==> config.mk <==
export PLATFORM = sky130hd
export DESIGN_NAME = kirsch_directional_pattern_code_top
export DESIGN_NICKNAME = d
export VERILOG_FILES = /design/src/rtl/kdpc_pkg.sv /design/src/rtl/kirsch_directional_pattern_code_top.sv /design/src/rtl/kdpc_resp.sv /design/src/rtl/kdpc_rank.sv
export SDC_FILE = /design/constraint.sdc
export NUM_CORES = 1
export LEC_CHECK = 0
export BUFFER_PORTS_ARGS = -buffer_cell sky130_fd_sc_hd__buf_2
export CORE_MARGIN = 1
export CORE_UTILIZATION = 45
export CTS_CLUSTER_DIAMETER = 40
export DETAILED_ROUTE_END_ITERATION = 6
export GPL_ROUTABILITY_DRIVEN = 0
export PLACE_DENSITY = 0.6
export SLEW_MARGIN = 0
export SYNTH_ARGS = -nofsm -noshare
export SYNTH_HDL_FRONTEND = slang
export SYNTH_SLANG_ARGS = --single-unit
==> constraint.sdc <==
create_clock -name i_clk -period 18.38 [get_ports i_clk]
set_clock_uncertainty 0.1 [all_clocks]
set_input_delay 3.676 -clock i_clk [delete_from_list [all_inputs] [get_ports i_clk]]
set_output_delay 3.676 -clock i_clk [all_outputs]
set_load 0.02 [all_outputs]
==> src/rtl/kdpc_pkg.sv <==
// shared types, constants and tables for the kirsch directional pattern code block
`timescale 1ns / 1ps
package kdpc_pkg;

    localparam int PIX_W   = 8;
    localparam int NUM_DIR = 8;
    localparam int RESP_W  = 14;   // 8*s3 - 3*total spans -3825..3825
    localparam int CNT_W   = 4;
    localparam int IDX_W   = 6;

    localparam logic [CNT_W-1:0] TOP_COUNT_RST = 4'd3;
    localparam logic [CNT_W-1:0] TOP_COUNT_MAX = 4'd8;

    // neighbour order in the window vector: nw n ne w e sw s se (0..7)
    typedef logic [NUM_DIR-1:0][PIX_W-1:0]         t_pix_arr;
    typedef logic signed [RESP_W-1:0]              t_resp;
    typedef logic [NUM_DIR-1:0][RESP_W-1:0]        t_resp_arr;
    typedef logic [255:0][IDX_W-1:0]               t_rank_tbl;

    // neighbours with weight 5 for each compass direction, bit i = neighbour i
    function automatic logic [NUM_DIR-1:0] f_strong_mask(input logic [2:0] dir);
        logic [NUM_DIR-1:0] m;
        case (dir)
            3'd0:    m = 8'b1001_0100;  // east: ne e se
            3'd1:    m = 8'b0001_0110;  // northeast: n ne e
            3'd2:    m = 8'b0000_0111;  // north: nw n ne
            3'd3:    m = 8'b0000_1011;  // northwest: nw n w
            3'd4:    m = 8'b0010_1001;  // west: nw w sw
            3'd5:    m = 8'b0110_1000;  // southwest: w sw s
            3'd6:    m = 8'b1110_0000;  // south: sw s se
            default: m = 8'b1101_0000;  // southeast: e s se
        endcase
        return m;
    endfunction

    // rank of every three-bit code in descending enumeration, other codes map to 0
    function automatic t_rank_tbl f_rank_tbl();
        t_rank_tbl tbl;
        int i;
        int j;
        int k;
        int p;
        tbl = '0;
        p   = 0;
        for (i = 7; i >= 2; i--) begin
            for (j = i - 1; j >= 1; j--) begin
                for (k = j - 1; k >= 0; k--) begin
                    tbl[(1 << i) | (1 << j) | (1 << k)] = IDX_W'(p);
                    p++;
                end
            end
        end
        return tbl;
    endfunction

    localparam t_rank_tbl RANK_TBL = f_rank_tbl();

endpackage

==> src/rtl/kirsch_directional_pattern_code_top.sv <==
// a window accepted on start shows its result with o_valid after the input, response and result registers
// throughput: one window per clock, the result strobe cannot be held off
// busy stays low; stages are input register, response register and result register
// synchronous active-low reset clears the stage valids and sets top_count to 3
// top_count is sampled when a window passes the ranking stage
`timescale 1ns / 1ps
module kirsch_directional_pattern_code_top
    import kdpc_pkg::*;
(
    input  logic               i_clk,
    input  logic               i_rst_n,
    input  logic               start,
    output logic               busy,
    input  logic               i_cfg_we,
    input  logic [CNT_W-1:0]   i_cfg_data,
    input  logic [PIX_W-1:0]   i_pix_nw,
    input  logic [PIX_W-1:0]   i_pix_n,
    input  logic [PIX_W-1:0]   i_pix_ne,
    input  logic [PIX_W-1:0]   i_pix_w,
    input  logic [PIX_W-1:0]   i_pix_e,
    input  logic [PIX_W-1:0]   i_pix_sw,
    input  logic [PIX_W-1:0]   i_pix_s,
    input  logic [PIX_W-1:0]   i_pix_se,
    output logic               o_valid,
    output logic [NUM_DIR-1:0] o_direction_code,
    output logic [IDX_W-1:0]   o_pattern_index
);

    logic [CNT_W-1:0]   r_top_count;
    logic               r_v1;
    logic               r_v2;
    logic               r_v3;
    t_pix_arr           r_pix;
    t_resp_arr          r_resp;
    t_resp_arr          n_resp;
    logic [NUM_DIR-1:0] r_code;
    logic [NUM_DIR-1:0] n_code;
    logic [IDX_W-1:0]   r_index;
    logic [IDX_W-1:0]   n_index;

    assign busy = 1'b0;

    // configuration register
    always_ff @(posedge i_clk) begin
        if (!i_rst_n) begin
            r_top_count <= TOP_COUNT_RST;
        end else if (i_cfg_we) begin
            r_top_count <= i_cfg_data;
        end
    end

    // stage valids
    always_ff @(posedge i_clk) begin
        if (!i_rst_n) begin
            r_v1 <= 1'b0;
            r_v2 <= 1'b0;
            r_v3 <= 1'b0;
        end else begin
            r_v1 <= start && !busy;
            r_v2 <= r_v1;
            r_v3 <= r_v2;
        end
    end

    // input register on each transfer
    always_ff @(posedge i_clk) begin
        if (start && !busy) begin
            r_pix <= {i_pix_se, i_pix_s, i_pix_sw, i_pix_e,
                      i_pix_w, i_pix_ne, i_pix_n, i_pix_nw};
        end
    end

    kdpc_resp u_resp (
        .i_pix  (r_pix),
        .o_resp (n_resp)
    );

    // response register
    always_ff @(posedge i_clk) begin
        r_resp <= n_resp;
    end

    kdpc_rank u_rank (
        .i_resp      (r_resp),
        .i_top_count (r_top_count),
        .o_code      (n_code),
        .o_index     (n_index)
    );

    // result register
    always_ff @(posedge i_clk) begin
        r_code  <= n_code;
        r_index <= n_index;
    end

    assign o_valid          = r_v3;
    assign o_direction_code = r_code;
    assign o_pattern_index  = r_index;

`ifndef SYNTHESIS
    // every result strobe traces back to a transfer that passed through r_v1, r_v2 and r_v3
    a_valid_origin: assert property (@(posedge i_clk) disable iff (!i_rst_n)
        o_valid |-> $past(start && !busy, 3))
        else $error("result strobe without a matching transfer");

    // codes without exactly three marks carry index zero
    a_index_zero: assert property (@(posedge i_clk) disable iff (!i_rst_n)
        (o_valid && $countones(o_direction_code) != 3) |-> (o_pattern_index == '0))
        else $error("nonzero pattern index on a non-triple code");

    // three-mark codes index into the 56 entries
    a_index_range: assert property (@(posedge i_clk) disable iff (!i_rst_n)
        (o_valid && $countones(o_direction_code) == 3) |-> (o_pattern_index <= 6'd55))
        else $error("pattern index out of range");

    // no strobe in the cycle after reset
    a_reset_quiet: assert property (@(posedge i_clk)
        !i_rst_n |=> !o_valid)
        else $error("result strobe right after reset");
`endif

endmodule

==> src/rtl/kdpc_resp.sv <==
// eight kirsch compass responses of one 3x3 neighbourhood
`timescale 1ns / 1ps
module kdpc_resp
    import kdpc_pkg::*;
(
    input  t_pix_arr  i_pix,
    output t_resp_arr o_resp
);

    logic [PIX_W+2:0] total;

    // sum of all eight neighbours
    always_comb begin
        total = '0;
        for (int i = 0; i < NUM_DIR; i++) begin
            total = total + (PIX_W+3)'(i_pix[i]);
        end
    end

    // per direction: 8 * (sum of weight-5 neighbours) - 3 * total
    always_comb begin
        logic [NUM_DIR-1:0] mask;
        logic [PIX_W+1:0]   s3;
        for (int d = 0; d < NUM_DIR; d++) begin
            mask = f_strong_mask(3'(d));
            s3   = '0;
            for (int i = 0; i < NUM_DIR; i++) begin
                if (mask[i]) begin
                    s3 = s3 + (PIX_W+2)'(i_pix[i]);
                end
            end
            o_resp[d] = RESP_W'({1'b0, s3, 3'b000})
                      - RESP_W'({1'b0, total, 1'b0})
                      - RESP_W'({1'b0, total});
        end
    end

endmodule

==> src/rtl/kdpc_rank.sv <==
// ranks the responses, marks the strongest directions and looks up the pattern index
`timescale 1ns / 1ps
module kdpc_rank
    import kdpc_pkg::*;
(
    input  t_resp_arr          i_resp,
    input  logic [CNT_W-1:0]   i_top_count,
    output logic [NUM_DIR-1:0] o_code,
    output logic [IDX_W-1:0]   o_index
);

    logic [CNT_W-1:0]                 limit;
    logic [NUM_DIR-1:0][NUM_DIR-1:0]  beats;   // beats[e][d]: e ranks ahead of d
    logic [NUM_DIR-1:0][2:0]          rank;

    // counts above eight mark every direction
    assign limit = (i_top_count > TOP_COUNT_MAX) ? TOP_COUNT_MAX : i_top_count;

    // pairwise compare, ties go to the lower direction
    always_comb begin
        beats = '0;
        for (int e = 0; e < NUM_DIR; e++) begin
            for (int d = 0; d < NUM_DIR; d++) begin
                if (e < d) begin
                    beats[e][d] = ($signed(i_resp[e]) >= $signed(i_resp[d]));
                end else if (e > d) begin
                    beats[e][d] = ($signed(i_resp[e]) > $signed(i_resp[d]));
                end
            end
        end
    end

    // rank of each direction and the mark code, direction 0 in the top bit
    always_comb begin
        for (int d = 0; d < NUM_DIR; d++) begin
            rank[d] = '0;
            for (int e = 0; e < NUM_DIR; e++) begin
                rank[d] = rank[d] + 3'(beats[e][d]);
            end
            o_code[NUM_DIR-1-d] = ({1'b0, rank[d]} < limit);
        end
    end

    assign o_index = RANK_TBL[o_code];

endmodule

==> flow_metrics.py, run 1 <==
metrics = {
    "status": {
        "status": "finished, final reports clean",
    },
    "clock_tree": {
        "cts.sinks": 173,
        "cts_root_buf": "clkbuf_16",
        "ctsResizeCount": 0,
        "cts_inserted_buffers": 17,
        "tritoncts": "built",
        "post_cts_buffers": 0,
        "hold_buffers": 0,
        "clk_pin_slew_ns": 0.07,
        "max-clock-path-buffers": 2,
        "htree_levels": 4,
        "clock_latency_ns": 0.48,
    },
    "floorplan": {
        "die_w_um": 233,
        "rows": 84,
        "start_util_pct": 45.7,
        "pin_count": 88,
        "coreArea_um2": 52700,
        "dieHeight_um": 233,
        "dieArea_um2": 54400,
    },
    "sta": {
        "rsz0062_at_grt": "false",
        "period_needed_ns": 8.48,
        "slew_viol_final": 0,
        "fmax_mhz": 118,
        "final-setup-viol-count": 0,
        "period_share_pct": 46.1,
        "finalHoldViolCount": 0,
        "slew_headroom_pct": 38.9,
        "setup_tns_ns": 0,
        "worst_pin_slew_ns": 0.892,
    },
    "run": {
        "maxCapViolations": 0,
    },
    "yosys": {
        "syn_area_per_cell_um2": 9.16,
        "synth_edf_count": 64,
        "syn-num-nets": 3402,
        "synth.cell_area_um2": 24100,
        "ys_warn_count": 0,
        "synthArstFlopShare_pct": 0,
        "ys_types": 79,
        "seq_area_frac_synth_pct": 17.1,
        "ys_seq_elements": 173,
        "synthFlopType": "dfxtp_1",
        "netlist_instances": 2625,
    },
    "finish": {
        "drive_above_1_share_pct": 6.64,
        "stdcell_area_um2": 25900,
        "syn_to_final_growth_pct": 7.77,
        "nets": 3490,
        "fillerInstances": 5002,
        "antenna_cells": 0,
    },
    "routing": {
        "wl_um": 70600,
        "drc": 0,
        "dr.pass1.iters": 5,
        "first_iter_violations": 975,
        "post_drt_wl_per_cell_um": 20.7,
        "vias": 19900,
        "ant_nets": 0,
        "post_drt_via_cell_ratio": 5.83,
    },
    "global_route": {
        "grt_max_degree": 51,
        "antenna_found_initial": 1,
        "grt_pass1_wl_um": 110000,
        "overflow": 0,
        "grt_pass1_vias": 20600,
        "grt_util_all_layers_pct": 26.6,
    },
    "worst_setup_path": {
        "crit_fanout": 26,
        "cp-start-kind": "flop",
        "worst-setup-path-type": "flop to flop",
        "arrival_ns": 8.80,
        "cp_data_required_time_ns": 18.70,
        "critPathCaptureType": "flop",
    },
    "placement": {
        "postPlaceCellArea_um2": 25300,
        "dp_hpwl_um": 60500,
        "portBuffers": 86,
    },
    "worst_hold_path": {
        "hp-class": "flop to flop",
    },
}
==> per-stage QoR <==
stage / worst slack [ns] / utilization (%) / std cells / hold WS (ns)
after floorplan: 10.47 / - / 2625 / 0.312
after global placement: 10.10 / 48.1 / 3382 / 0.318
after detailed placement: 9.89 / 48.1 / 3382 / 0.325
after CTS: 9.85 / 49.2 / 3414 / 0.336
after global routing: 9.60 / 49.2 / 3414 / 0.362
final: 9.90 / 49.2 / 3414 / 0.334
==> final cells by class <==
type                       count  area (µm²)  share of cell area, %
clock buffer                  19         464                   1.79
tap                          688         861                   3.32
multi-input combinational   2089       18600                   71.7
clock inverter                13         151                  0.584
inverter                     336        1260                   4.87
timing repair buffer          96         505                   1.95
sequential                   173        4100                   15.8
==> path summary, 6_finish.rpt <==
path / to / from / slack [ns] / cells past startpoint
worst max register to register: r_resp[54]$_DFF_P_ / r_pix[0]$_DFFE_PP_ / 9.90 / 26
worst max-delay path: r_resp[54]$_DFF_P_ / r_pix[0]$_DFFE_PP_ / 9.90 / 26
worst min-delay path: r_v2$_SDFF_PN0_ / r_v1$_SDFF_PN0_ / 0.33 / 1
worst min register to register: r_v2$_SDFF_PN0_ / r_v1$_SDFF_PN0_ / 0.33 / 1
==> cell usage in the layout (no fill, tap or decap), types with 64 or more instances in the layout <==
| cell type | synthesis | layout |
|---|---|---|
| a21o_1 | 64 | 64 |
| a21oi_1 | 184 | 184 |
| buf_2 | 6 | 86 |
| dfxtp_1 | 109 | 109 |
| edfxtp_1 | 64 | 64 |
| fa_1 | 139 | 139 |
| ha_1 | 566 | 566 |
| inv_1 | 334 | 334 |
| nand2_1 | 122 | 122 |
| nor2_1 | 116 | 115 |
| o21a_1 | 78 | 78 |
| o21ai_0 | 112 | 112 |
| xnor2_1 | 106 | 104 |
==> registers in the layout (all words and copies together), names as in the netlist <==
register	flops
r_resp	88
r_pix	64
o_direction_code	8
o_pattern_index	6
r_top_count	4
o_valid	1
r_v1	1
r_v2	1
==> kinds of logic (layout without fill, tap and decap cells) <==
family | count (synthesis) | in the layout | share of synthesized area, %
adder cells (fa/ha/maj) | 705 | 705 | 41.0
AO/OA/AOI/OAI | 685 | 685 | 18.7
AND/OR/NAND/NOR | 524 | 524 | 10.9
buffers and inverters | 363 | 464 | 5.82
flip-flops | 173 | 173 | 17.1
XOR/XNOR | 163 | 163 | 6.00
multiplexers | 11 | 11 | 0.473
other | 1 | 1 | 0.0156
==> synth_stat cells, drive strengths merged, types with 19 or more instances <==
library cell  instances  area [µm²]
a21o                 64         480
ha                  566        7080
xor2                 55         482
nor2                116         435
o21bai               27         210
edfxtp               64        1920
nand3                51         255
or2                  24         150
o21ai               114         571
nor2b                34         213
o211ai               30         225
a211oi               19         143
nand2               122         458
nand4                36         225
nand2b               31         194
nor3                 40         200
fa                  139        2780
a21oi               185         930
dfxtp               109        2180
a31oi                30         194
xnor2               108         961
inv                 335        1260
o21a                 78         586
a21boi               27         203
==> metal layers <==
layer / vias up / share of wire (%) / global-route usage, %
li1: 9585 / - / -
met2: 563 / 51 / 49.2
met5: - / 0.023 / 0
met4: 2 / 3.8 / 11.1
met1: 9609 / 42 / 31.0
met3: 135 / 3.9 / 2.80
==> critical path, stage by stage (launching register included) <==
cell and delay, ns:
edfxtp_1 0.42, ha_1 0.25, inv_1 0.07, fa_1 0.22, nor2b_1 0.06, o21ai_0 0.30
a21boi_0 0.19, o21ai_0 0.39, nor2b_1 0.21, xnor2_1 0.13, fa_1 0.50, inv_1 0.06
fa_1 0.51, fa_1 0.52, fa_1 0.51, inv_1 0.04, ha_1 0.23, or4_4 0.54
a2111oi_0 0.40, or3_1 0.17, buf_4 0.33, xor2_1 0.63, ha_1 0.36, ha_1 0.37
or4b_2 0.64, o211ai_1 0.12, a211o_1 0.11
Power of run 1 is not shown: default switching activity piles up to over one toggle a cycle in this logic, so the estimate is an artifact.
==> run 2: changes to the inputs <==
==> constraint.sdc (replaced) <==
create_clock -name i_clk -period 8 [get_ports i_clk]
set_clock_uncertainty 0.1 [all_clocks]
set_input_delay 1.6 -clock i_clk [delete_from_list [all_inputs] [get_ports i_clk]]
set_output_delay 1.6 -clock i_clk [all_outputs]
set_load 0.02 [all_outputs]
==> flow_metrics.py, run 2 (synthesized netlist as in run 1, its figures left out) <==
metrics = {
    "status": {
        "status": "finished, final reports clean",
    },
    "worst_setup_path": {
        "crit_fanout": 13,
        "r2r_slack_ns": 0.31,
        "worst-setup-path-type": "flop to flop",
        "critPathCaptureType": "flop",
        "cp_slowest_cell": "or4_4",
        "r2r-end": "r_resp[12]$_DFF_P_",
        "arrival_ns": 8.00,
        "regToRegStartpoint": "r_pix[0]$_DFFE_PP_",
        "cpMostUsedCell": "fa_1",
        "cp_data_required_time_ns": 8.31,
        "max_stage_delay_ns": 0.53,
        "rr_worst_depth": 29,
        "cpLargestDelayFamily": "adder cells",
        "cp-start-kind": "flop",
        "crit_buf_inv": 5,
    },
    "placement": {
        "portBuffers": 86,
        "dp_hpwl_um": 60900,
        "dp.cells": 3409,
    },
    "floorplan": {
        "pin_count": 88,
        "dieHeight_um": 233,
        "rows": 84,
        "coreArea_um2": 52700,
        "start_util_pct": 45.7,
        "dieArea_um2": 54400,
        "die_w_um": 233,
    },
    "finish": {
        "largest-register": "r_resp",
        "layout_common_cells": "ha_1, inv_1, a21oi_1, fa_1, nand2_1",
        "final_common_cell": "ha_1",
        "nets": 3517,
        "antenna_cells": 0,
        "largest_register_ffs": 88,
        "instances_no_fill": 3440,
        "drive_above_1_share_pct": 7.81,
        "syn_to_final_growth_pct": 8.76,
    },
    "global_route": {
        "antenna_found_initial": 0,
        "grt_max_degree": 66,
        "overflow": 0,
        "grt_pass1_vias": 20500,
        "grt_util_all_layers_pct": 26.8,
        "grt_pass1_wl_um": 110000,
    },
    "routing": {
        "drc": 0,
        "post_drt_wl_per_cell_um": 20.7,
        "wl_um": 71200,
        "post_drt_via_cell_ratio": 5.82,
        "first_iter_violations": 1259,
        "vias": 20000,
        "ant_nets": 0,
        "dr.pass1.iters": 5,
    },
    "sta": {
        "finalHoldViolCount": 0,
        "final-setup-viol-count": 0,
        "rsz0062_at_grt": "false",
        "period_needed_ns": 7.69,
        "slew_headroom_pct": 35.8,
        "slew_viol_final": 0,
        "worst_pin_slew_ns": 0.935,
        "period_share_pct": 96.1,
        "setup_tns_ns": 0,
        "fmax_mhz": 130,
    },
    "clock_tree": {
        "clock_latency_ns": 0.49,
        "cts_root_buf": "clkbuf_16",
        "cts.sinks": 173,
        "cts_inserted_buffers": 17,
        "tritoncts": "built",
        "htree_levels": 4,
        "hold_buffers": 0,
        "max-clock-path-buffers": 2,
        "clk_pin_slew_ns": 0.07,
    },
    "worst_hold_path": {
        "whs_path_depth": 1,
        "hold_end": "r_v2$_SDFF_PN0_",
        "hp-class": "flop to flop",
        "hp-start": "r_v1$_SDFF_PN0_",
    },
    "run": {
        "maxCapViolations": 0,
    },
}
-- run 2: worst max path at each step --
stage          depth (start not counted)          startpoint            endpoint  slack, ns
5_1_grt                               29  r_pix[0]$_DFFE_PP_  r_resp[68]$_DFF_P_      0.006
2_1_floorplan                         26  r_pix[1]$_DFFE_PP_  r_resp[25]$_DFF_P_       0.09
3_3_place_gp                          25  r_pix[1]$_DFFE_PP_  r_resp[82]$_DFF_P_       0.10
6_report                              29  r_pix[0]$_DFFE_PP_  r_resp[12]$_DFF_P_       0.31
3_5_place_dp                          25  r_pix[1]$_DFFE_PP_  r_resp[82]$_DFF_P_       0.06
4_1_cts                               25  r_pix[1]$_DFFE_PP_  r_resp[82]$_DFF_P_       0.03
-- run 2: timing repair --
action,4_1_cts,5_1_grt
resized for setup,0,13
endpoints found under the setup margin,0,27
endpoints found under the hold margin,0,0
setup buffers,0,0
-- run 2: stage by stage --
stage               cell area [µm²]  util (%)  hold WS (ns)  worst slack, ns
floorplan                     24100         -         0.312           0.0928
global route                  26200      49.7         0.345          0.00566
CTS                           26100      49.6         0.335           0.0278
detailed placement            25500      48.4         0.319           0.0603
finish                        26200      49.7         0.333            0.313
global placement              25500      48.4         0.313            0.103
-- run 2: metal layers --
metal	GRT usage [%]	routed length, µm	up-vias
li1	-	-	9643
met1	31.8	29800	9610
met2	47.1	34800	613
met3	3.21	3010	170
met4	13.6	3580	0
met5	0	0	-
-- run 2: area by class of cell --
| class | count | area [µm²] |
|---|---|---|
| Clock buffer | 22 | 505 |
| Clock inverter | 9 | 93.8 |
| Fill cell | 4959 | 26500 |
| Inverter | 336 | 1260 |
| Multi-Input combinational cell | 2089 | 18600 |
| Sequential cell | 173 | 4100 |
| Tap cell | 688 | 861 |
| Timing Repair Buffer | 123 | 708 |
Power of run 2 is left out for the same reason.
==> run 3: changes to the inputs <==
--- a/config.mk
+++ b/config.mk
@@ -5,6 +5,7 @@
 export SDC_FILE = /design/constraint.sdc
 export NUM_CORES = 1
 export LEC_CHECK = 0
+export ABC_AREA = 1
 export BUFFER_PORTS_ARGS = -buffer_cell sky130_fd_sc_hd__buf_2
 export CORE_MARGIN = 1
 export CORE_UTILIZATION = 45
==> flow_metrics.py, run 3 <==
metrics = {
    "worst_hold_path": {
        "hp-class": "flop to flop",
    },
    "worst_setup_path": {
        "cp_data_required_time_ns": 8.31,
        "cp_slowest_cell": "fa_1",
        "crit_fanout": 8,
        "critPathCaptureType": "flop",
        "cpMostUsedCell": "fa_1",
        "worst-setup-path-type": "flop to flop",
        "cp-start-kind": "flop",
        "arrival_ns": 8.11,
        "max_stage_delay_ns": 0.54,
    },
    "routing": {
        "ant_nets": 0,
        "first_iter_violations": 1036,
        "drc": 0,
        "wl_um": 73700,
        "vias": 20700,
        "dr.pass1.iters": 6,
        "post_drt_via_cell_ratio": 5.41,
        "post_drt_wl_per_cell_um": 19.3,
    },
    "clock_tree": {
        "hold_buffers": 0,
        "clock_latency_ns": 0.49,
        "htree_levels": 4,
        "tritoncts": "built",
        "cts_inserted_buffers": 17,
        "cts_root_buf": "clkbuf_16",
        "max-clock-path-buffers": 2,
        "cts.sinks": 173,
        "clk_pin_slew_ns": 0.07,
    },
    "finish": {
        "final_common_cell": "ha_1",
        "syn_to_final_growth_pct": 8.65,
        "instances_no_fill": 3820,
        "largest_register_ffs": 88,
        "largest-register": "r_resp",
        "nets": 3888,
        "stdcell_area_um2": 26500,
        "antenna_cells": 0,
        "drive_above_1_share_pct": 6.82,
        "fillerInstances": 5142,
        "layout_common_cells": "ha_1, inv_1, nand2_1, a21oi_1, fa_1",
    },
    "placement": {
        "dp.cells": 3782,
        "postPlaceCellArea_um2": 25800,
        "dp_hpwl_um": 63500,
        "portBuffers": 86,
    },
    "global_route": {
        "grt_pass1_wl_um": 113000,
        "grt.busiest_layer": "met2",
        "overflow": 0,
        "grt_util_all_layers_pct": 26.9,
        "met3_usage_pct": 2.73,
        "met1_usage_pct": 30.7,
        "use_met2_pct": 47.0,
        "grt_max_degree": 66,
        "grt_pass1_vias": 21000,
        "antenna_found_initial": 0,
    },
    "yosys": {
        "netlist_top_cells_area": "ha_1, fa_1, dfxtp_1",
        "syn_area_per_cell_um2": 8.18,
        "yosysTopAreaCell": "ha_1",
        "syn-num-nets": 3762,
        "seq_area_frac_synth_pct": 16.8,
        "netlist_instances": 2985,
        "ys_types": 51,
        "ys_seq_elements": 173,
        "synth_edf_count": 64,
        "synth_top_area_share_pct": 29.0,
        "synth_commonest_cells": "ha_1, inv_1, nand2_1, a21oi_1, fa_1",
        "synthFlopType": "dfxtp_1",
        "synthArstFlopShare_pct": 0,
        "synthMostInstantiatedCell": "ha_1",
        "ys_warn_count": 0,
        "synth.cell_area_um2": 24400,
    },
    "floorplan": {
        "dieArea_um2": 55200,
        "start_util_pct": 45.5,
        "die_w_um": 235,
        "rows": 85,
        "pin_count": 88,
        "coreArea_um2": 53700,
        "dieHeight_um": 235,
    },
    "sta": {
        "finalHoldViolCount": 0,
        "period_share_pct": 97.5,
        "holdWs_ns": 0.315,
        "setup_tns_ns": 0,
        "slew_viol_final": 0,
        "worst_pin_slew_ns": 1.04,
        "slew_headroom_pct": 29.4,
        "period_needed_ns": 7.80,
        "final-setup-viol-count": 0,
        "fmax_mhz": 128,
    },
    "status": {
        "status": "finished, final reports clean",
    },
    "run": {
        "maxCapViolations": 0,
    },
}
## run 3: changes by cell type in the layout (fill, tap and decap cells not counted), moves of 31 or more
cell      change
nand3_1      +58
xor2_1       +62
nand2b_1     -31
a21oi_1     +115
inv_1       +193
o21a_1       -77
nand2_1     +370
nor2b_1      -34
a21o_1       -50
## run 3: per-stage QoR
| step | setup slack, ns | utilization, % |
|---|---|---|
| after floorplan | 0.500 | - |
| after CTS | 0.0153 | 49.2 |
| after global placement | -0.0677 | 48.1 |
| after detailed placement | -0.201 | 48.1 |
| after global routing | -0.0255 | 49.4 |
| final | 0.199 | 49.4 |
## run 3: layout make-up
cell class / instances / area, µm² / area share, %
multi-input cells: 2264 / 18300 / 68.9
flip-flops and latches: 173 / 4100 / 15.5
inverters: 536 / 2020 / 7.61
well taps: 696 / 871 / 3.28
repair buffers: 119 / 691 / 2.60
clock buffers: 18 / 429 / 1.62
clock inverters: 14 / 128 / 0.481
## run 3: metal layers
| layer | vias to the layer above | part of all wire (%) |
|---|---|---|
| met5 | - | 0 |
| met4 | 0 | 7.0 |
| met3 | 180 | 3.5 |
| met2 | 575 | 48 |
| met1 | 9644 | 41 |
| li1 | 10300 | - |
## run 3: path summary, 6_finish.rpt
path	cells past startpoint	slack [ns]	start	endpoint
worst max-delay path	29	0.20	r_pix[0]$_DFFE_PP_	r_resp[12]$_DFF_P_
worst min-delay path	2	0.31	r_v1$_SDFF_PN0_	r_v2$_SDFF_PN0_
worst max register to register	29	0.20	r_pix[0]$_DFFE_PP_	r_resp[12]$_DFF_P_
worst min register to register	2	0.31	r_v1$_SDFF_PN0_	r_v2$_SDFF_PN0_
## run 3: critical path: cells and delay by family, from the launching register on
| family | cells | cell delay (ns) |
|---|---|---|
| buf+inv | 8 | 0.80 |
| xor+xnor | 3 | 0.64 |
| fa+ha+maj | 9 | 3.99 |
| flops | 1 | 0.37 |
| compound gates | 5 | 1.13 |
| simple gates | 4 | 0.67 |
## run 3: logic make-up (layout without fill, tap and decap cells)
logic type                 count (synthesis)  after routing  share of synthesized area [%]
and+or+nand+nor                          826            826                           14.5
AOI/OAI and AO/OA                        537            537                           12.6
adders and majority gates                705            705                           40.4
DFF                                      173            173                           16.8
buffers and inverters                    548            687                           8.63
xor gates and xnor gates                 195            195                           7.03
other                                      1              1                         0.0154
## run 3: repair_timing
| action | 4_1_cts | 5_1_grt |
|---|---|---|
| resized for setup | 2 | 12 |
| endpoints found under the setup margin | 4 | 27 |
| gates cloned | 0 | 0 |
| endpoints found under the hold margin | 0 | 0 |
| buffers inserted | 0 | 6 |
| pin swaps | 0 | 1 |
Power of run 3 is left out for the same reason.
